`src/rtl/rectangle_fill_outline_raster_macros.svh`:
```
// Assertion macros shared by the rasterizer modules.
`ifndef RECTANGLE_FILL_OUTLINE_RASTER_MACROS_SVH
`define RECTANGLE_FILL_OUTLINE_RASTER_MACROS_SVH

// Same-cycle property, checked outside reset.
`define RFOR_ASSERT(lbl, prop, msg) \
    lbl: assert property (@(posedge i_clk) disable iff (!i_rst_n) (prop)) \
        else $error(msg);

// Antecedent in this cycle, consequent in the next.
`define RFOR_ASSERT_NEXT(lbl, ante, cons, msg) \
    lbl: assert property (@(posedge i_clk) disable iff (!i_rst_n) (ante) |=> (cons)) \
        else $error(msg);

`endif

```
`src/rtl/rfor_queue.sv`:
```
// Short command queue between the front classifier and the back sequencer.
`timescale 1ns / 1ps
`include "rectangle_fill_outline_raster_macros.svh"
module rfor_queue #(
    parameter int WIDTH = 32,
    parameter int DEPTH = 4
) (
    input  logic             i_clk,
    input  logic             i_rst_n,
    input  logic             i_push,
    input  logic [WIDTH-1:0] i_data,
    output logic             o_full,
    input  logic             i_pop,
    output logic [WIDTH-1:0] o_data,
    output logic             o_empty
);

    localparam int PTR_W = (DEPTH > 1) ? $clog2(DEPTH) : 1;
    localparam int CNT_W = $clog2(DEPTH + 1);

    logic [WIDTH-1:0] r_mem [DEPTH];
    logic [PTR_W-1:0] r_wr_ptr;
    logic [PTR_W-1:0] r_rd_ptr;
    logic [CNT_W-1:0] r_count;
    logic [PTR_W-1:0] n_wr_ptr;
    logic [PTR_W-1:0] n_rd_ptr;

    assign o_full  = (r_count == CNT_W'(DEPTH));
    assign o_empty = (r_count == '0);
    assign o_data  = r_mem[r_rd_ptr];

    assign n_wr_ptr = (r_wr_ptr == PTR_W'(DEPTH - 1)) ? '0 : r_wr_ptr + 1'b1;
    assign n_rd_ptr = (r_rd_ptr == PTR_W'(DEPTH - 1)) ? '0 : r_rd_ptr + 1'b1;

    always_ff @(posedge i_clk) begin
        if (!i_rst_n) begin
            r_wr_ptr <= '0;
            r_rd_ptr <= '0;
            r_count  <= '0;
        end else begin
            if (i_push) begin
                r_wr_ptr <= n_wr_ptr;
            end
            if (i_pop) begin
                r_rd_ptr <= n_rd_ptr;
            end
            if (i_push && !i_pop) begin
                r_count <= r_count + 1'b1;
            end else if (i_pop && !i_push) begin
                r_count <= r_count - 1'b1;
            end
        end
    end

    always_ff @(posedge i_clk) begin
        if (i_push) begin
            r_mem[r_wr_ptr] <= i_data;
        end
    end

    `RFOR_ASSERT(a_q_no_overflow, !(i_push && o_full && !i_pop), "queue push while full")
    `RFOR_ASSERT(a_q_no_underflow, !(i_pop && o_empty), "queue pop while empty")
    `RFOR_ASSERT(a_q_ptr_match, (r_count != '0) || (r_wr_ptr == r_rd_ptr), "empty queue pointers differ")

endmodule

```
`config.mk`:
```
export PLATFORM = sky130hd
export DESIGN_NAME = rfor_queue
export DESIGN_NICKNAME = d
export VERILOG_FILES = /design/src/rtl/rfor_queue.sv
export VERILOG_INCLUDE_DIRS = /design/src /design/src/rtl
export SDC_FILE = /design/constraint.sdc
export NUM_CORES = 1
export LEC_CHECK = 0
export ABC_AREA = 0
export BUFFER_PORTS_ARGS = -buffer_cell sky130_fd_sc_hd__buf_2
export CAP_MARGIN = 5
export CORE_ASPECT_RATIO = 2
export CORE_UTILIZATION = 40
export DETAILED_ROUTE_END_ITERATION = 6
export HOLD_SLACK_MARGIN = 0.1
export SLEW_MARGIN = 20
export SYNTH_ARGS = -nofsm -noshare
export SYNTH_HDL_FRONTEND = slang
export SYNTH_SLANG_ARGS = --single-unit
export TNS_END_PERCENT = 100
```
`constraint.sdc`:
```
create_clock -name i_clk -period 2.6 [get_ports i_clk]
set_input_delay 0.13 -clock i_clk [delete_from_list [all_inputs] [get_ports i_clk]]
set_output_delay 0.13 -clock i_clk [all_outputs]
set_load 0.005 [all_outputs]
```
Yosys cells after proc, flatten, opt, wreduce, memory -nomap -nowiden:

Memory sizes are Yosys's and may differ from the RTL's. A register that Yosys moved wholly into a read port is not among the register bits.
Index checks and enable logic that the tools add are counted.

* bits in registers: 7
* RAM bits: 128
* memories: 1

* add/subtract/negate cells: 4
* eq/ne operators: 3
* mux-type cells: 8
* reduce and logical (&&, ||, !) cells: 6

Memories
* r_mem: words 4, bits a word 32, read ports 1, clocked after Yosys merged registers in 1, write ports 1, RTL line rfor_queue.sv:21 `logic [WIDTH-1:0] r_mem [DEPTH];`

Operators by type and width (count)
* $mux W2: 4
* $mux W3: 2
* $add A2 B1 Y2 const B: 2
* $eq A2 B2 Y1 const B: 2
* $add A3 B1 Y3 const B: 1
* $eq A3 B3 Y1 const B: 1
* $logic_not A3 Y1: 1
* $sub A3 B1 Y3 const B: 1
* $logic_and A1 B1 Y1: 2
* $logic_not A1 Y1: 2
* $mux W1: 2
* $reduce_bool A2 Y1: 1

Logic depth before layout (Yosys ltp):

* depth in word-level cells: 4
* gate-level depth with buffers: 7
* mapped depth without buffers: 7

Least setup slack after synthesis:

Ideal clock, no wire load.

* kind: flip-flop to flip-flop
* from: register r_wr_ptr[0]
* to: memory r_mem[3][0] (enable)
* setup time: 0.392 ns
* data arrival time: 1.341 ns
* slack: 0.867 ns
* stages on the path, launching flop included: 3
* buffers on the path: 0
* period minus slack after synthesis: 1.733 ns
* cells stage by stage: dfxtp_1 ha_1 and2_1

RTL lines
* start: declaration: RTL line rfor_queue.sv:22 `logic [PTR_W-1:0] r_wr_ptr;`
* start signal: assignment: RTL line rfor_queue.sv:42 `r_wr_ptr <= n_wr_ptr;`
* end: declaration: RTL line rfor_queue.sv:21

No word-level cell before the write port.

==> results.ini <==
[run_status]
status=finished clean

[sta]
relSlewSlack=0.420
rsz0062_at_grt=false
max_freq_ghz=0.463
setup_viol=0
drv_slew=0
max_slew.worst_pin.slew_ns=0.870
fin_setup_tns_ns=0
hold_viol_final=0
period_minus_slack_ns=2.16
fin_crit_sh=0.830
finalClockSkew_ns=0.00902
fin_ws_ns=0.442
hold_slack_ns=0.467

[yosys]
synth_top_cell_area_share=0.751
ys_ff_latch=137
synth_edf_count=128
synth_common_cells=edfxtp_1, mux4_2, dfxtp_1
syn_nets=254
synth_ff_type=edfxtp_1
ys_seq_area_frac=0.787
syn_area_per_cell_um2=24.2
netlist_instances=211
post-synth-top-count-cell=edfxtp_1
synth_warnings=0
synth.distinct_cells=22
synthArstFlopShare=0
synthTopCellsByArea=edfxtp_1, mux4_2, dfxtp_1
yosysTopAreaCell=edfxtp_1
syn_area_um2=5120

[grt]
grtUsageMet1=0.154
grt_use_met3=0.0461
grt_first_pass_wirelength_um=14000
grt.overflow.total=0
grt_pass1_vias=2669
use_met2=0.278
antenna_found_initial=0
grtUsageTotal=0.152
grt.busiest_layer=met2
grt_max_degree=33

[layout]
fin_util=0.520
nFillCells=1015
diodes=0
nNetsFinal=379
area_growth_pct=27.7
drive_gt1_frac=0.404

[worst_setup_path]
cp_max_fo=14
criticalPathCategory=reg2out
start_kind=register
endpoint_kind=output pin
cp_data_required_time_ns=2.47
worstPathArrival_ns=2.03

[placed_design]
port_buffers=69
dp_slack_ns=0.791
gp_congestion=0.713
dp_hpwl_um=5750

[job]
cap_violations=0

[clock_network]
cts_root_buf=clkbuf_16
htree_levels=4
clk_pin_slew_ns=0.06
cts_buffers=17
cts_tree=done
clk_latency_ns=0.41
ctsHoldBuffers=36
post_cts_buffers=0
cts_resized=0
clock_path_buffers=2
cts_sinks=137

[detailed_routing]
avgViaCountPerCell=4.94
drc=0
vias=2467
drtAntennaViolNets=0
dr.pass1.iters=6
routedWlPerCell_um=17.8
routed_wl_um=8880
first_iter_violations=126

[floorplanning]
chipHeight_um=162
die_w_um=82.0
pin_count=70
core.rowCount=58
core_um2=12600
die-area_um2=13300
initial_core_util=0.408

[pwr]
pwr_density_cell_nw_per_um2=782
p_leak_uw=0.00228
vdd_ir_drop_max_mv=0.514

[min_path]
hp-class=in2reg

[per-layer routing]
layer	up-vias	routed length, um
li1	1131	-
met3	10	359
met4	0	125
met2	54	5110
met5	-	0
met1	1272	3290
[area by class of cell]
type	instances	area, um^2	area share
clock buffers	18	429	0.0657
clock inverters	14	101	0.0155
inverters	4	15.0	0.00230
multi-input cells	63	996	0.152
flip-flops and latches	137	4030	0.616
well taps	150	188	0.0287
repair buffers	113	778	0.119
[path summary, 6_finish.rpt]
| path | startpoint | to | slack (ns) | depth (start not counted) |
|---|---|---|---|---|
| worst min-delay path | i_data[27] | r_mem[0][27] | 0.47 | 2 |
| worst max-delay path | register | o_data[15] | 0.44 | 3 |
| worst max register to register | r_wr_ptr[0] | r_mem[0][9] | 0.91 | 4 |
| worst min register to register | r_count[2] | r_count[2] | 0.51 | 2 |
[flip-flops by register name, summed over array words and instances, names as in the netlist, named ones only]
register	cells
r_count	3
r_mem	128
r_rd_ptr	2
r_wr_ptr	2
[power by group]
part           total (uW)  internal [uW]  switching (uW)  leakage (uW)
sequential           2580           2520            54.3       0.00125
clock                2110           1220             890      0.000242
combinational         424            239             185      0.000789
total                5110           3980            1130       0.00228
[critical path, cell delays in order, from the launching register on]
cell	delay, ns
dfxtp_2	0.65
buf_4	0.31
mux4_2	0.52
buf_2	0.14
[kinds of logic after synthesis]
group           count (synthesis)  synth area share
flops                         137             0.787
mux                            36             0.150
simple gates                   15            0.0176
buf+inv                        11            0.0198
fa+ha+maj                       7            0.0186
compound gates                  3           0.00391
xor+xnor                        2           0.00342
[through the flow]
stage | power, uW | cells | area (um^2)
2_1_floorplan | 2840 | 211 | 5120
3_3_place_gp | 3010 | 431 | 5640
3_5_place_dp | 3020 | 431 | 5640
4_1_cts | 5160 | 499 | 6530
5_1_grt | 5290 | 499 | 6530
6_report | 5110 | 499 | 6530
[cells in the final DEF (no fill, tap or decap), types with 2 or more instances in the layout]
master and count:
clkinv_1 3, edfxtp_1 128, ha_1 6, clkbuf_16 17
inv_6 3, inv_1 4, dlygate4sd3_1 36, clkinvlp_4 5
dfxtp_1 7, buf_2 69, mux4_2 30, buf_4 7
dfxtp_2 2, mux4_1 2, and2_2 4, nor2b_1 5
clkinv_4 3, nor3_1 2, mux2i_1 4
No activity file was read; power rests on OpenSTA's default activity.
