`src/rtl/rectangle_fill_outline_raster_macros.svh`:
```
// Assertion macros shared by the rasterizer modules.
`ifndef RECTANGLE_FILL_OUTLINE_RASTER_MACROS_SVH
`define RECTANGLE_FILL_OUTLINE_RASTER_MACROS_SVH

// Same-cycle property, checked outside reset.
`define RFOR_ASSERT(lbl, prop, msg) \
    lbl: assert property (@(posedge i_clk) disable iff (!i_rst_n) (prop)) \
        else $error(msg);

// Antecedent in this cycle, consequent in the next.
`define RFOR_ASSERT_NEXT(lbl, ante, cons, msg) \
    lbl: assert property (@(posedge i_clk) disable iff (!i_rst_n) (ante) |=> (cons)) \
        else $error(msg);

`endif

```
`src/rtl/rfor_pkg.sv`:
```
// Types and constants shared by the rasterizer modules.
`timescale 1ns / 1ps
package rfor_pkg;

    localparam int EDGE_W      = 26;
    localparam int QUEUE_DEPTH = 4;

    localparam logic [1:0] ACT_DRAW  = 2'd0;
    localparam logic [1:0] ACT_READ  = 2'd1;
    localparam logic [1:0] ACT_CLEAR = 2'd2;

    localparam logic [1:0] STAT_OK           = 2'd0;
    localparam logic [1:0] STAT_ZERO_SIZE    = 2'd1;
    localparam logic [1:0] STAT_OUT_OF_RANGE = 2'd2;

    localparam logic [1:0] CFG_WIDTH      = 2'd0;
    localparam logic [1:0] CFG_HEIGHT     = 2'd1;
    localparam logic [1:0] CFG_BACKGROUND = 2'd2;

    localparam logic [7:0] NEWLINE_CHAR     = 8'd10;
    localparam logic [7:0] RESET_BACKGROUND = 8'd32;
    localparam logic [8:0] RESET_DIM        = 9'd256;

    // Slots of the coordinate bus between front and back.
    localparam int CRD_X0 = 0;
    localparam int CRD_X1 = 1;
    localparam int CRD_Y0 = 2;
    localparam int CRD_Y1 = 3;

    typedef enum logic [1:0] {
        OP_REPORT,
        OP_DRAW,
        OP_READ,
        OP_CLEAR
    } t_op;

    typedef struct packed {
        logic left;
        logic right;
        logic top;
        logic bottom;
    } t_edges;

    typedef struct packed {
        t_op        op;
        logic [1:0] status;
        logic       filled;
        t_edges     edges;
        logic [7:0] mark;
    } t_cmd_ctl;

    typedef enum logic [2:0] {
        ST_INIT,
        ST_IDLE,
        ST_DRAW,
        ST_CLEAR,
        ST_READ,
        ST_RDATA,
        ST_DONE
    } t_back_state;

endpackage

```
`src/rtl/rfor_front.sv`:
```
// Front end: takes items, computes pixel edges and clipping, classifies them.
`timescale 1ns / 1ps
module rfor_front
    import rfor_pkg::*;
#(
    parameter int MAX_DIM   = 256,
    parameter int FRAC_BITS = 8
) (
    input  logic                               i_clk,
    input  logic                               i_rst_n,
    input  logic                               i_push,
    output logic                               o_full,
    input  logic [1:0]                         i_action,
    input  logic                               i_filled,
    input  logic signed [23:0]                 i_left_x,
    input  logic signed [23:0]                 i_top_y,
    input  logic [22:0]                        i_rect_width,
    input  logic [22:0]                        i_rect_height,
    input  logic [7:0]                         i_mark_char,
    input  logic [7:0]                         i_read_column,
    input  logic [7:0]                         i_read_row,
    input  logic                               i_hold,
    input  logic [$clog2(MAX_DIM)-1:0]         i_cw_m1,
    input  logic [$clog2(MAX_DIM)-1:0]         i_ch_m1,
    input  logic [7:0]                         i_background,
    input  logic                               i_q_full,
    output logic                               o_q_push,
    output t_cmd_ctl                           o_q_ctl,
    output logic [3:0][$clog2(MAX_DIM)-1:0]    o_q_coord
);

    localparam int CW = $clog2(MAX_DIM);
    localparam logic signed [EDGE_W-1:0] FRAC_ROUND = EDGE_W'((1 << FRAC_BITS) - 1);

    logic               r_valid;
    logic [1:0]         r_action;
    logic               r_filled;
    logic signed [23:0] r_left_x;
    logic signed [23:0] r_top_y;
    logic [22:0]        r_rect_width;
    logic [22:0]        r_rect_height;
    logic [7:0]         r_mark_char;
    logic [7:0]         r_read_column;
    logic [7:0]         r_read_row;

    logic accept;
    logic push;

    logic signed [EDGE_W-1:0] lx_e, ty_e, w_e, h_e, cw_e, ch_e;
    logic signed [EDGE_W-1:0] l_sum, t_sum, r_sum, b_sum;
    logic signed [EDGE_W-1:0] l_edge, t_edge, r_edge, b_edge;
    logic                     x_empty, y_empty, r_clip, b_clip, zero_size, read_out;
    logic [CW-1:0]            x0, x1, y0, y1;
    logic [7:0]               mark;

    assign push   = r_valid && !i_q_full;
    assign o_full = i_hold || (r_valid && i_q_full);
    assign accept = i_push && !o_full;

    always_ff @(posedge i_clk) begin
        if (!i_rst_n) begin
            r_valid <= 1'b0;
        end else if (accept) begin
            r_valid <= 1'b1;
        end else if (push) begin
            r_valid <= 1'b0;
        end
    end

    always_ff @(posedge i_clk) begin
        if (accept) begin
            r_action      <= i_action;
            r_filled      <= i_filled;
            r_left_x      <= i_left_x;
            r_top_y       <= i_top_y;
            r_rect_width  <= i_rect_width;
            r_rect_height <= i_rect_height;
            r_mark_char   <= i_mark_char;
            r_read_column <= i_read_column;
            r_read_row    <= i_read_row;
        end
    end

    assign lx_e = EDGE_W'(r_left_x);
    assign ty_e = EDGE_W'(r_top_y);
    assign w_e  = EDGE_W'($signed({1'b0, r_rect_width}));
    assign h_e  = EDGE_W'($signed({1'b0, r_rect_height}));
    assign cw_e = EDGE_W'($signed({1'b0, i_cw_m1}));
    assign ch_e = EDGE_W'($signed({1'b0, i_ch_m1}));

    // Ceil for the near edges, floor for the far ones; arithmetic shift is an exact floor.
    assign l_sum  = lx_e + FRAC_ROUND;
    assign t_sum  = ty_e + FRAC_ROUND;
    assign r_sum  = lx_e + w_e;
    assign b_sum  = ty_e + h_e;
    assign l_edge = l_sum >>> FRAC_BITS;
    assign t_edge = t_sum >>> FRAC_BITS;
    assign r_edge = r_sum >>> FRAC_BITS;
    assign b_edge = b_sum >>> FRAC_BITS;

    assign r_clip  = (r_edge > cw_e);
    assign b_clip  = (b_edge > ch_e);
    assign x_empty = (l_edge > r_edge) || r_edge[EDGE_W-1] || (l_edge > cw_e);
    assign y_empty = (t_edge > b_edge) || b_edge[EDGE_W-1] || (t_edge > ch_e);

    assign x0 = l_edge[EDGE_W-1] ? '0 : l_edge[CW-1:0];
    assign y0 = t_edge[EDGE_W-1] ? '0 : t_edge[CW-1:0];
    assign x1 = r_clip ? i_cw_m1 : r_edge[CW-1:0];
    assign y1 = b_clip ? i_ch_m1 : b_edge[CW-1:0];

    assign zero_size = (r_rect_width == '0) || (r_rect_height == '0);
    assign read_out  = (32'(r_read_column) > 32'(i_cw_m1)) || (32'(r_read_row) > 32'(i_ch_m1));
    assign mark      = (r_mark_char == NEWLINE_CHAR) ? i_background : r_mark_char;

    always_comb begin
        o_q_ctl.op            = OP_REPORT;
        o_q_ctl.status        = STAT_OK;
        o_q_ctl.filled        = r_filled;
        o_q_ctl.edges.left    = !l_edge[EDGE_W-1];
        o_q_ctl.edges.right   = !r_clip;
        o_q_ctl.edges.top     = !t_edge[EDGE_W-1];
        o_q_ctl.edges.bottom  = !b_clip;
        o_q_ctl.mark          = mark;
        o_q_coord[CRD_X0]     = x0;
        o_q_coord[CRD_X1]     = x1;
        o_q_coord[CRD_Y0]     = y0;
        o_q_coord[CRD_Y1]     = y1;
        unique case (r_action)
            ACT_DRAW: begin
                if (zero_size) begin
                    o_q_ctl.status = STAT_ZERO_SIZE;
                end else if (!x_empty && !y_empty) begin
                    o_q_ctl.op = OP_DRAW;
                end
            end
            ACT_READ: begin
                o_q_coord[CRD_X0] = CW'(r_read_column);
                o_q_coord[CRD_Y0] = CW'(r_read_row);
                if (read_out) begin
                    o_q_ctl.status = STAT_OUT_OF_RANGE;
                end else begin
                    o_q_ctl.op = OP_READ;
                end
            end
            ACT_CLEAR: begin
                o_q_ctl.op   = OP_CLEAR;
                o_q_ctl.mark = i_background;
            end
            default: begin
                o_q_ctl.op = OP_REPORT;
            end
        endcase
    end

    assign o_q_push = push;

endmodule

```
`config.mk`:
```
export PLATFORM = sky130hd
export DESIGN_NAME = rfor_front
export DESIGN_NICKNAME = d
export VERILOG_FILES = /design/src/rtl/rectangle_fill_outline_raster_macros.svh /design/src/rtl/rfor_pkg.sv /design/src/rtl/rfor_front.sv
export SDC_FILE = /design/constraint.sdc
export NUM_CORES = 1
export LEC_CHECK = 0
export BUFFER_PORTS_ARGS = -buffer_cell sky130_fd_sc_hd__buf_2
export CELL_PAD_IN_SITES_DETAIL_PLACEMENT = 1
export CELL_PAD_IN_SITES_GLOBAL_PLACEMENT = 1
export CORE_UTILIZATION = 43
export DETAILED_ROUTE_END_ITERATION = 10
export GPL_TIMING_DRIVEN = 0
export PLACE_DENSITY_LB_ADDON = 0.2
export SKIP_LAST_GASP = 1
export SLEW_MARGIN = 40
export SYNTH_ARGS = -nofsm -noshare
export SYNTH_HDL_FRONTEND = slang
export SYNTH_SLANG_ARGS = --single-unit
```
`constraint.sdc`:
```
create_clock -name i_clk -period 5.05 [get_ports i_clk]
set_clock_uncertainty 0.2 [all_clocks]
set_input_delay 0.505 -clock i_clk [delete_from_list [all_inputs] [get_ports i_clk]]
set_output_delay 0.505 -clock i_clk [all_outputs]
set_load 0.005 [all_outputs]
```
# After elaboration in Yosys (flattened, before gate mapping)
# Index checks and enable logic that the tools add are counted.
dict set report op_classes {
  order_cmp 8
  n_addsub 4
  reduce_logical 23
  mux 17
  n_eq_ne 3
}
# cell n
set ops {}
lappend ops {{17-bit by 9-bit greater-than comparator with 1-bit output} 4}
lappend ops {{8-bit two-way mux} 8}
lappend ops {{24-bit by 24-bit adder with 25-bit output} 2}
lappend ops {{24-bit by 9-bit adder with 25-bit output (second input constant)} 2}
lappend ops {{23-bit logical NOT} 2}
lappend ops {{17-bit greater-than comparator} 2}
lappend ops {{8-bit greater-than comparator} 2}
lappend ops {{8-bit by 4-bit equality test with 1-bit output (second input constant)} 1}
lappend ops {{1-bit logical NOT} 8}
lappend ops {{1-bit logical OR} 7}
lappend ops {{2-bit two-way mux} 3}
lappend ops {{2-bit one-hot mux with 3 select lines} 1}
lappend ops {{1-bit logical AND} 4}
lappend ops {{1-bit two-way mux} 4}
lappend ops {{2-bit one-hot mux with 2 select lines} 1}
lappend ops {{2-bit by 1-bit equality test with 1-bit output (second input constant)} 1}
lappend ops {{2-bit equality test (second input constant)} 1}
lappend ops {{2-bit logical NOT} 1}
lappend ops {{2-bit nonzero test} 1}
dict set report totals {
  regBits 122
  in_bits 150
  elab_cells 65
}

# Longest topological paths before layout
# Gate-level depths: netlist of the first run.
dict set report depth {
  word_depth 9
  ltp_mapped 20
}

# Worst setup path before layout of the first run
# No wires, ideal clock.
dict set report synth_timing {
  kind {register to output}
  startpoint {register r_top_y[11]}
  endpoint {output port o_q_ctl[15] in the netlist's numbering}
  required_time_ns 4.345
  arrival_time_ns 3.950
  path_stages_with_launch 18
  path_slack_ns 0.395
  n_path_buf 1
  cell_sequence {edfxtp_1 ha_1 a21o_1 o21bai_4 a211oi_2 nor3_1 or3_1 buf_2 o31a_1 a21oi_1 xnor2_1 ha_1 a211oi_1 nand3b_1 a2111oi_0 o21bai_1 a21oi_1 o31ai_1}
}
# item line
set synth_rtl {}
lappend synth_rtl {{start: declaration} rfor_front.sv:39} ;# logic signed [23:0] r_top_y;
lappend synth_rtl {{start signal: assignment} rfor_front.sv:75} ;# r_top_y <= i_top_y;
lappend synth_rtl {{end: declaration} rfor_front.sv:28} ;# output t_cmd_ctl o_q_ctl,

==> metrics.cfg, run 1 <==
[synthesis]
synth_compound_area_share_pct = 14.6
synth_mux_area_share_pct = 2.68
synth_edf_count = 121
ys_top_cells_by_area = edfxtp_1 (41%), ha_1 (17%), xnor2_1 (3.5%), a21oi_1 (2.7%), xor2_1 (2.6%)
synth_xor_area_share_pct = 6.26
synthCells = 842
synth.distinct_cells = 66
synth_top_cell_area_share_pct = 40.7
async_reset_ff_share_pct = 0
synth_top_family_by_area = adder cells
ys_ff_latch = 122
seq_area_frac_synth_pct = 40.9
synth_warnings = 0
synth_area_um2 = 8930
syn_nets = 1114
syn_avg_cell_area_um2 = 10.6
synth-simple-area-share_pct = 15.0
synth_ff_type = edfxtp_1
yosysTopAreaCell = edfxtp_1
synthAdderAreaFrac_pct = 17.7

[clock_tree]
clkTransAtPathRegs_ns = 0.07
cts_max_path_buffers = 2
htreeDepth = 4
cts_tree = built
cts_made_buffers = 17
clock-sinks = 122
insertion_delay_ns = 0.42
root_buffer = clkbuf_16
hold_buffers = 0

[drt]
totalWireLength_um = 28600
detail_route.wl_per_cell_um = 20.9
wl_met1_um = 12400
vias = 7777
drc_errors = 0
routed-wl-met3_um = 1610
vias_per_cell = 5.69
dr_wl_met2_um = 13900
drt_first_pass_iters = 5
drtIter0Drc = 301
ant_nets = 0
highest_layer = met5

[cells_and_area]
drive_gt1_share_pct = 29.7
fin_cells = 1367
area_delta_synth_final_pct = 28.0
fin_nets = 1356

[critical_path]
crit_family = compound AO/OA/AOI/OAI gates
worstSetupPathType = flop to output port
crit_chain = ha_1, and3_1, a41o_1, a211o_4, a211oi_4, nor2b_1, nor2_1, xnor2_1, ha_1, nand4_1, or2_2, o21ai_0, o2111ai_2, nor3_2, maj3_2, buf_6, mux2_4, buf_2
worstPathRequired_ns = 4.35
worst-path-max-fanout = 5
cp_common_cell = ha_1
critPathCaptureType = output port
slowest_stage = edfxtp_1
critPathBufInv = 2
max_stage_delay_ns = 0.49
startpoint_type = flop
arrival_ns = 4.85

[floorplanning]
die_area_um2 = 21300
rows = 52
ios = 201
start_util_pct = 44.0
core_area_um2 = 20300
dieHeight_um = 146
die_w_um = 146

[outcome]
status = finished, violations left
violations = setup timing

[timing]
finalCriticalPeriod_ns = 5.55
setup_viol = 19
grt_setup_unrepaired = yes
slew_headroom_pct = 52.3
max_clock_freq_mhz = 180
post-route-period-util_pct = 110
tns_ns = -5.10
finalHoldViolations = 0
slew_violations = 0
fin_ws_ns = -0.504
tightest_slew_ns = 0.715

[placement]
dpl.hpwl_um = 21600
dp.cells = 1315
place.port_buffers = 200
gp_congestion = 0.880
post-place-ws_ns = -0.386

[global_routing]
antenna_found_initial = 4
grt_pass1_wl_um = 44100
grt_overflow = 0
grt_util_all_layers_pct = 26.9
grt_pass1_vias = 8187
grt_max_degree = 40

[pwr]
vdd_drop_max_v = 0.000230
leakagePower_nw = 4.90
p_total_mw = 3.28
p_per_area_nw_per_um2 = 287

[job]
maxCapViolCount = 0

[hold_path]
min_path_type = primary input to flop

what timing repair did:
| action | in CTS | in global routing |
|---|---|---|
| hold endpoints to repair | 0 | 0 |
| buffers inserted | 13 | 6 |
| resized for setup | 49 | 14 |
| endpoints found under the setup margin | 19 | 19 |
| cloned | 2 | 0 |
| pin swaps | 28 | 11 |
registers in the layout, summed over array words and instances, names as in the netlist, 2 cells and up:
| signal | count |
|---|---|
| r_action | 2 |
| r_left_x | 24 |
| r_mark_char | 8 |
| r_read_column | 8 |
| r_read_row | 8 |
| r_rect_height | 23 |
| r_rect_width | 23 |
| r_top_y | 24 |
stage by stage:
| step | utilization (%) | area, µm² | hold slack (ns) |
|---|---|---|---|
| floorplan | - | 8930 | 0.293 |
| global placement | 50.6 | 10300 | 0.312 |
| detailed placement | 50.9 | 10300 | 0.352 |
| CTS | 55.8 | 11300 | 0.0372 |
| global route | 56.3 | 11400 | 0.0406 |
| finish | 56.3 | 11400 | 0.0538 |
cells in the mapped netlist, types with 3 or more instances:
cell and count:
a211o_1 3, a211oi_1 11, a211oi_2 3, a21o_1 20, a21oi_1 48, a22o_1 6, a41oi_1 3, and2_1 7
and3_1 9, and4_1 7, clkbuf_1 12, edfxtp_1 121, ha_1 122, inv_1 46, maj3_1 3, mux2_4 3
mux2i_1 16, nand2_1 46, nand2b_1 9, nand3_1 24, nand3b_1 4, nand4_1 29, nor2_1 52, nor2b_1 20
nor3_1 15, nor4_1 17, o211ai_1 3, o21a_1 17, o21ai_0 34, o21ai_1 3, o21bai_1 4, o22ai_1 5
o31ai_1 6, or2_2 6, or3_1 3, xnor2_1 36, xor2_1 26
layer usage:
| layer | vias up | global-route usage (%) |
|---|---|---|
| met5 | - | 0 |
| met4 | 4 | 8.96 |
| met3 | 50 | 5.13 |
| met2 | 258 | 46.8 |
| met1 | 3774 | 33.4 |
| li1 | 3691 | - |
final cells by class:
type	count	area, µm²
Sequential cell	122	3650
Multi-Input combinational cell	658	5350
Clock buffer	17	425
Antenna cell	1	2.50
Inverter	46	173
Buffer	16	83.8
Fill cell	2272	8870
Timing Repair Buffer	223	1250
Tap cell	270	338
Clock inverter	14	160
cells by family (layout without fill, tap and decap cells):
logic type / count (synthesis) / count (layout)
XOR/XNOR: 63 / 63
adder cells (fa/ha/maj): 127 / 127
flip-flops: 122 / 122
buffers and inverters: 62 / 316
other: 0 / 1
AO/OA/AOI/OAI: 191 / 191
multiplexers: 22 / 22
AND/OR/NAND/NOR: 255 / 255
worst paths after layout:
path                                startpoint        endpoint  slack [ns]  cells after the start
worst max-delay path               r_left_x[8]    o_q_coord[8]       -0.50                     18
worst min-delay path            i_mark_char[3]  r_mark_char[3]        0.05                      1
worst max register to register         r_valid     r_top_y[13]        3.22                      4
worst min register to register         r_valid         r_valid        0.35                      2
where the power goes:
part           internal [mW]  total (mW)  switching, mW
sequential              1.17        1.21         0.0427
combinational          0.371       0.808          0.438
clock                  0.738        1.26          0.526
total                   2.28        3.28           1.01
placed cells by master, fill, tap and decap left out, types with 6 or more instances in the layout:
cell type,instances
nor3_1,14
a21o_1,20
and4_1,7
buf_4,19
xor2_1,25
nand4_1,29
ha_1,114
edfxtp_1,121
a22o_1,6
xnor2_1,34
nand2_1,46
nor2b_1,18
a21oi_2,9
buf_2,200
o21ai_0,30
and2_1,6
nor4_1,17
and3_1,9
o21a_1,17
inv_1,46
clkbuf_16,17
clkbuf_1,12
ha_4,8
mux2i_1,14
nor2_1,45
a21oi_1,39
nand2b_1,9
a211oi_1,9
nand3_1,23
No activity file was read; power rests on OpenSTA's default activity.
==> run 2, diff against run 1 <==
--- a/config.mk
+++ b/config.mk
@@ -5,10 +5,12 @@
 export SDC_FILE = /design/constraint.sdc
 export NUM_CORES = 1
 export LEC_CHECK = 0
+export ABC_AREA = 1
 export BUFFER_PORTS_ARGS = -buffer_cell sky130_fd_sc_hd__buf_2
 export CELL_PAD_IN_SITES_DETAIL_PLACEMENT = 1
 export CELL_PAD_IN_SITES_GLOBAL_PLACEMENT = 1
-export CORE_UTILIZATION = 43
+export CORE_ASPECT_RATIO = 1.25
+export CORE_UTILIZATION = 41
 export DETAILED_ROUTE_END_ITERATION = 10
 export GPL_TIMING_DRIVEN = 0
 export PLACE_DENSITY_LB_ADDON = 0.2
==> metrics.cfg, run 2 <==
[synthesis]
synth_ff_type = edfxtp_1
synth_area_um2 = 9950
synth.distinct_cells = 49
syn_avg_cell_area_um2 = 7.87
synthCells = 1264
async_reset_ff_share_pct = 0
synth_warnings = 0
seq_area_frac_synth_pct = 36.7
yosysTopAreaCell = edfxtp_1
synth_common_cells = nand2_1 (331), inv_1 (177), nor2_1 (123)
synth_top_cell_area_share_pct = 36.5
synth_edf_count = 121
synth_most_common_cell = nand2_1
syn_nets = 1536
ys_ff_latch = 122
ys_top_cells_by_area = edfxtp_1 (37%), ha_1 (15%), nand2_1 (12%), inv_1 (6.7%), nand3_1 (4.9%)

[global_routing]
grt_pass1_vias = 10294
grt_util_all_layers_pct = 27.3
antenna_found_initial = 4
grt_max_degree = 23
grt_overflow = 0
grt_pass1_wl_um = 52000

[timing]
grt_setup_unrepaired = yes
tns_ns = 0
tightest_slew_ns = 0.543
max_clock_freq_mhz = 206
slew_headroom_pct = 63.5
fin_ws_ns = 0.189
slew_violations = 0
setup_viol = 0
timing.hold.ws_ns = 0.0387
finalHoldViolations = 0
post-route-period-util_pct = 96.3
finalCriticalPeriod_ns = 4.86

[hold_path]
min_path_type = primary input to flop

[clock_tree]
insertion_delay_ns = 0.43
cts_made_buffers = 17
clock-sinks = 122
cts_max_path_buffers = 2
htreeDepth = 4
root_buffer = clkbuf_16
clkTransAtPathRegs_ns = 0.06
hold_buffers = 0
cts_tree = built

[floorplanning]
rows = 63
core_area_um2 = 23800
dieHeight_um = 176
ios = 201
die_w_um = 141
start_util_pct = 41.8
die_area_um2 = 24900

[drt]
vias_per_cell = 5.29
vias = 9921
ant_nets = 0
drtIter0Drc = 423
drt_first_pass_iters = 4
drc_errors = 0
detail_route.wl_per_cell_um = 18.3
totalWireLength_um = 34300

[critical_path]
arrival_ns = 4.16
endpoint = o_q_coord[12]
worstPathRequired_ns = 4.35
crit_cells = 22
max_stage_delay_ns = 0.44
crit_family = compound AO/OA/AOI/OAI gates
rr_worst_depth = 6
worstSetupPathType = flop to output port
cp-startpoint = r_rect_width[2]
reg2reg_from = r_valid
slowest_stage = edfxtp_1
reg2reg_to = r_left_x[14]
worst-path-max-fanout = 4
crit_chain = ha_1, a21oi_1, o21ai_1, inv_1, nor2_2, nor2_2, xor2_1, inv_1, ha_1, nand2_1, o21ai_0, nor2_1, o21ai_0, a21oi_1, o21bai_1, nand3_1, nor2_4, buf_4, nand2_2, nand3_1, nand2_1, buf_2
r2r_slack_ns = 3.05
critPathBufInv = 4
startpoint_type = flop
critPathCaptureType = output port

[outcome]
status = finished clean

[placement]
placedInstanceArea_um2 = 11500
dpl.hpwl_um = 27300
post-place-ws_ns = 0.166
place.port_buffers = 200
dp.cells = 1795
gp_congestion = 0.894

[pwr]
p_per_area_nw_per_um2 = 261
vdd_drop_max_v = 0.000287
leakagePower_nw = 6.20
p_total_mw = 3.34

[cells_and_area]
area_delta_synth_final_pct = 28.6
fin_cells = 1874
layout_commonest_cell = nand2_1
mostFrequentLayoutCells = nand2_1 (331), buf_2 (200), inv_1 (177), edfxtp_1 (121), nor2_1 (112)
final_area_um2 = 12800
reg_top3 = r_left_x x24, r_top_y x24
drive_gt1_share_pct = 24.1
fin_nets = 1806
fin_util_pct = 53.7

[job]
maxCapViolCount = 0

## run 2: how the worst min path moves through the flow
stage | from | slack [ns] | to | cells after the start
final | i_left_x[17] | 0.04 | r_left_x[17] | 1
after detailed placement | r_valid | 0.37 | r_valid | 4
after global routing | i_top_y[20] | 0.03 | r_top_y[20] | 1
after global placement | r_valid | 0.35 | r_valid | 4
after CTS | i_top_y[17] | 0.02 | r_top_y[17] | 1
after floorplan | r_valid | 0.32 | r_valid | 4
## run 2: kinds of logic (layout without fill, tap and decap cells)
group / Yosys count / in the layout / share of synthesized area, %
and+or+nand+nor: 649 / 651 / 28.6
buffers and inverters: 187 / 466 / 7.10
AOI/OAI and AO/OA: 151 / 151 / 9.25
adders and majority gates: 122 / 122 / 15.3
DFF: 122 / 122 / 36.7
xor gates and xnor gates: 33 / 33 / 2.98
other: 0 / 4 / 0
## run 2: layer usage
metal	up-vias	global-route usage [%]	share of wire (%)
met4	2	8.02	2.1
met3	48	5.21	5.1
met5	-	0	0.050
li1	4843	-	-
met2	258	49.4	50
met1	4770	32.5	43
## run 2: timing repair
item,in CTS,in global routing
endpoints found under the setup margin,9,19
buffers inserted,5,39
gates cloned,0,2
pin swaps,1,9
resized for setup,5,56
## run 2: layout make-up
cell class / count / area, µm²
clock inverters: 13 / 169
multi-input cells: 957 / 5980
plain buffers: 4 / 18.8
clock buffers: 17 / 425
flip-flops and latches: 122 / 3650
well taps: 325 / 407
fillers: 2975 / 11000
inverters: 182 / 683
repair buffers: 250 / 1450
diodes: 4 / 10.0
## run 2: where the power goes
| part | switching [mW] | total (mW) | leakage, nW | internal, mW |
|---|---|---|---|---|
| clock network | 0.494 | 1.27 | 0.290 | 0.776 |
| registers | 0.0433 | 1.21 | 1.14 | 1.17 |
| logic | 0.511 | 0.861 | 4.77 | 0.350 |
| total | 1.05 | 3.34 | 6.20 | 2.29 |
## run 2: worst register-to-register path: cells and delay by family, from the launching register on
kind,cells,cell delay [ns]
and+or+nand+nor,3,0.51
DFF,1,0.31
buffers and inverters,3,0.68
==> run 3, diff against run 2 <==
--- a/config.mk
+++ b/config.mk
@@ -10,7 +10,8 @@
 export CELL_PAD_IN_SITES_DETAIL_PLACEMENT = 1
 export CELL_PAD_IN_SITES_GLOBAL_PLACEMENT = 1
 export CORE_ASPECT_RATIO = 1.25
-export CORE_UTILIZATION = 41
+export CORE_UTILIZATION = 42
+export CTS_BUF_LIST = sky130_fd_sc_hd__clkbuf_8
 export DETAILED_ROUTE_END_ITERATION = 10
 export GPL_TIMING_DRIVEN = 0
 export PLACE_DENSITY_LB_ADDON = 0.2
==> metrics.cfg, run 3 (synthesis gave the netlist of run 2 again) <==
[outcome]
status = finished clean

[critical_path]
cp-startpoint = r_top_y[11]
rr_worst_depth = 7
reg2reg_from = r_valid
critPathCaptureType = output port
max_stage_delay_ns = 0.48
r2r_slack_ns = 2.82
crit_chain = ha_1, a21oi_2, o21ai_0, nand2_1, nand2_1, inv_1, nand2_1, nand3_1, nand2_1, xor2_1, inv_1, ha_1, nand4_1, nor3_1, nand4_1, o21ai_0, a21oi_2, nor2_4, nand2_1, nand2_1, buf_2
worstPathRequired_ns = 4.35
startpoint_type = flop
reg2reg_to = r_read_column[6]
endpoint = o_q_ctl[15]
worst-path-max-fanout = 5
worstSetupPathType = flop to output port
slowest_stage = edfxtp_1
cp_common_cell = nand2_1
arrival_ns = 4.20

[clock_tree]
htreeDepth = 4
root_buffer = clkbuf_8
clkTransAtPathRegs_ns = 0.10
cts_max_path_buffers = 2
insertion_delay_ns = 0.46
cts_made_buffers = 17
clock-sinks = 122
cts_tree = built

[cells_and_area]
layout_commonest_cell = nand2_1
fin_nets = 1834
final_area_um2 = 12900
mostFrequentLayoutCells = nand2_1 (331), buf_2 (200), inv_1 (176), edfxtp_1 (121), nor2_1 (110)
area_delta_synth_final_pct = 30.1
reg_top3 = r_left_x x24, r_top_y x24
drive_gt1_share_pct = 24.5

[global_routing]
grt_pass1_vias = 10426
antenna_found_initial = 4
grt_overflow = 0
grt_max_degree = 23
grt_pass1_wl_um = 52600
grt_util_all_layers_pct = 28.1

[drt]
dr_wl_met2_um = 18000
drtIter0Drc = 396
detail_route.wl_per_cell_um = 18.9
routed-wl-met3_um = 1870
highest_layer = met5
vias_per_cell = 5.38
drt_first_pass_iters = 5
vias = 10028
wl_met1_um = 14500
totalWireLength_um = 35200
drc_errors = 0
ant_nets = 0

[timing]
slew_headroom_pct = 61.5
finalCriticalPeriod_ns = 4.91
post-route-period-util_pct = 97.2
tightest_slew_ns = 0.576
max_clock_freq_mhz = 204
finalHoldViolations = 0
slew_violations = 0
setup_viol = 0
fin_ws_ns = 0.141

[placement]
post-place-ws_ns = 0.132
gp_congestion = 0.895
dpl.hpwl_um = 27700
placedInstanceArea_um2 = 11500
place.port_buffers = 200

[pwr]
vdd_drop_max_v = 0.000153
p_per_area_nw_per_um2 = 227
p_total_mw = 2.93
leakagePower_nw = 6.21

[job]
maxCapViolCount = 0

[floorplanning]
start_util_pct = 43.0
ios = 201
die_area_um2 = 24300
rows = 62
core_area_um2 = 23100
die_w_um = 140
dieHeight_um = 174

[hold_path]
min_path_type = primary input to flop
hold_depth = 1

[run 3: changes by cell type in the layout (fill, tap and decap cells not counted), moves of 3 or more]
cell / previous run / this run
bufinv_16: 3 / 0
clkbuf_16: 17 / 0
clkbuf_8: 0 / 17
clkinvlp_4: 1 / 6
dlygate4sd3_1: 0 / 27
ha_1: 103 / 98
ha_4: 16 / 22
[run 3: worst min-delay path by stage]
stage	startpoint	to	slack (ns)
after detailed placement	r_valid	r_valid	0.42
after floorplan	r_valid	r_valid	0.32
after global placement	r_valid	r_valid	0.35
after global routing	i_rect_height[18]	r_rect_height[18]	0.0005
after CTS	i_mark_char[1]	r_mark_char[1]	0.00006
final	i_left_x[12]	r_left_x[12]	0.01
[run 3: worst max-delay path: cells and delay by family, from the launching register on]
kind	cells	cell delay (ns)
compound gates	4	0.87
xor+xnor	1	0.15
fa+ha+maj	2	0.81
buf+inv	3	0.25
flops	1	0.48
simple gates	11	1.18
[run 3: stage by stage]
| step | TNS (ns) | cells | hold WS, ns | utilization (%) |
|---|---|---|---|---|
| floorplan | 0 | 1264 | 0.323 | - |
| finish | 0 | 1865 | 0.0128 | 56.0 |
| global route | -0.202 | 1861 | 0.000495 | 55.9 |
| CTS | -0.0563 | 1816 | 0.0000564 | 52.3 |
| global placement | -72.71 | 1752 | 0.347 | 48.9 |
| detailed placement | 0 | 1758 | 0.417 | 49.6 |
[run 3: power by group]
part / total [mW] / switching [mW] / internal, mW / leakage (nW)
clock network: 0.812 / 0.476 / 0.336 / 0.153
logic: 0.911 / 0.532 / 0.379 / 4.92
registers: 1.21 / 0.0427 / 1.17 / 1.14
total: 2.93 / 1.05 / 1.88 / 6.21
[run 3: routing by layer]
layer	vias up	global-route usage, %
met5	-	0
met4	2	8.84
met3	56	4.63
met2	274	51.4
met1	4809	33.3
li1	4887	-
[run 3: layout make-up]
class | count | area (µm²)
Tap cell | 288 | 360
Inverter | 182 | 683
Fill cell | 2875 | 10200
Clock inverter | 13 | 98.8
Antenna cell | 4 | 10.0
Clock buffer | 17 | 234
Sequential cell | 122 | 3650
Timing Repair Buffer | 277 | 1740
Buffer | 4 | 18.8
Multi-Input combinational cell | 958 | 6140
[run 3: timing repair]
| item | CTS | global route |
|---|---|---|
| setup endpoints to repair | 17 | 19 |
| hold buffers | 24 | 3 |
| pin swaps | 1 | 20 |
| hold endpoints to repair | 24 | 3 |
| setup buffers | 4 | 40 |
| cloned | 0 | 3 |
| gates resized for setup | 4 | 78 |
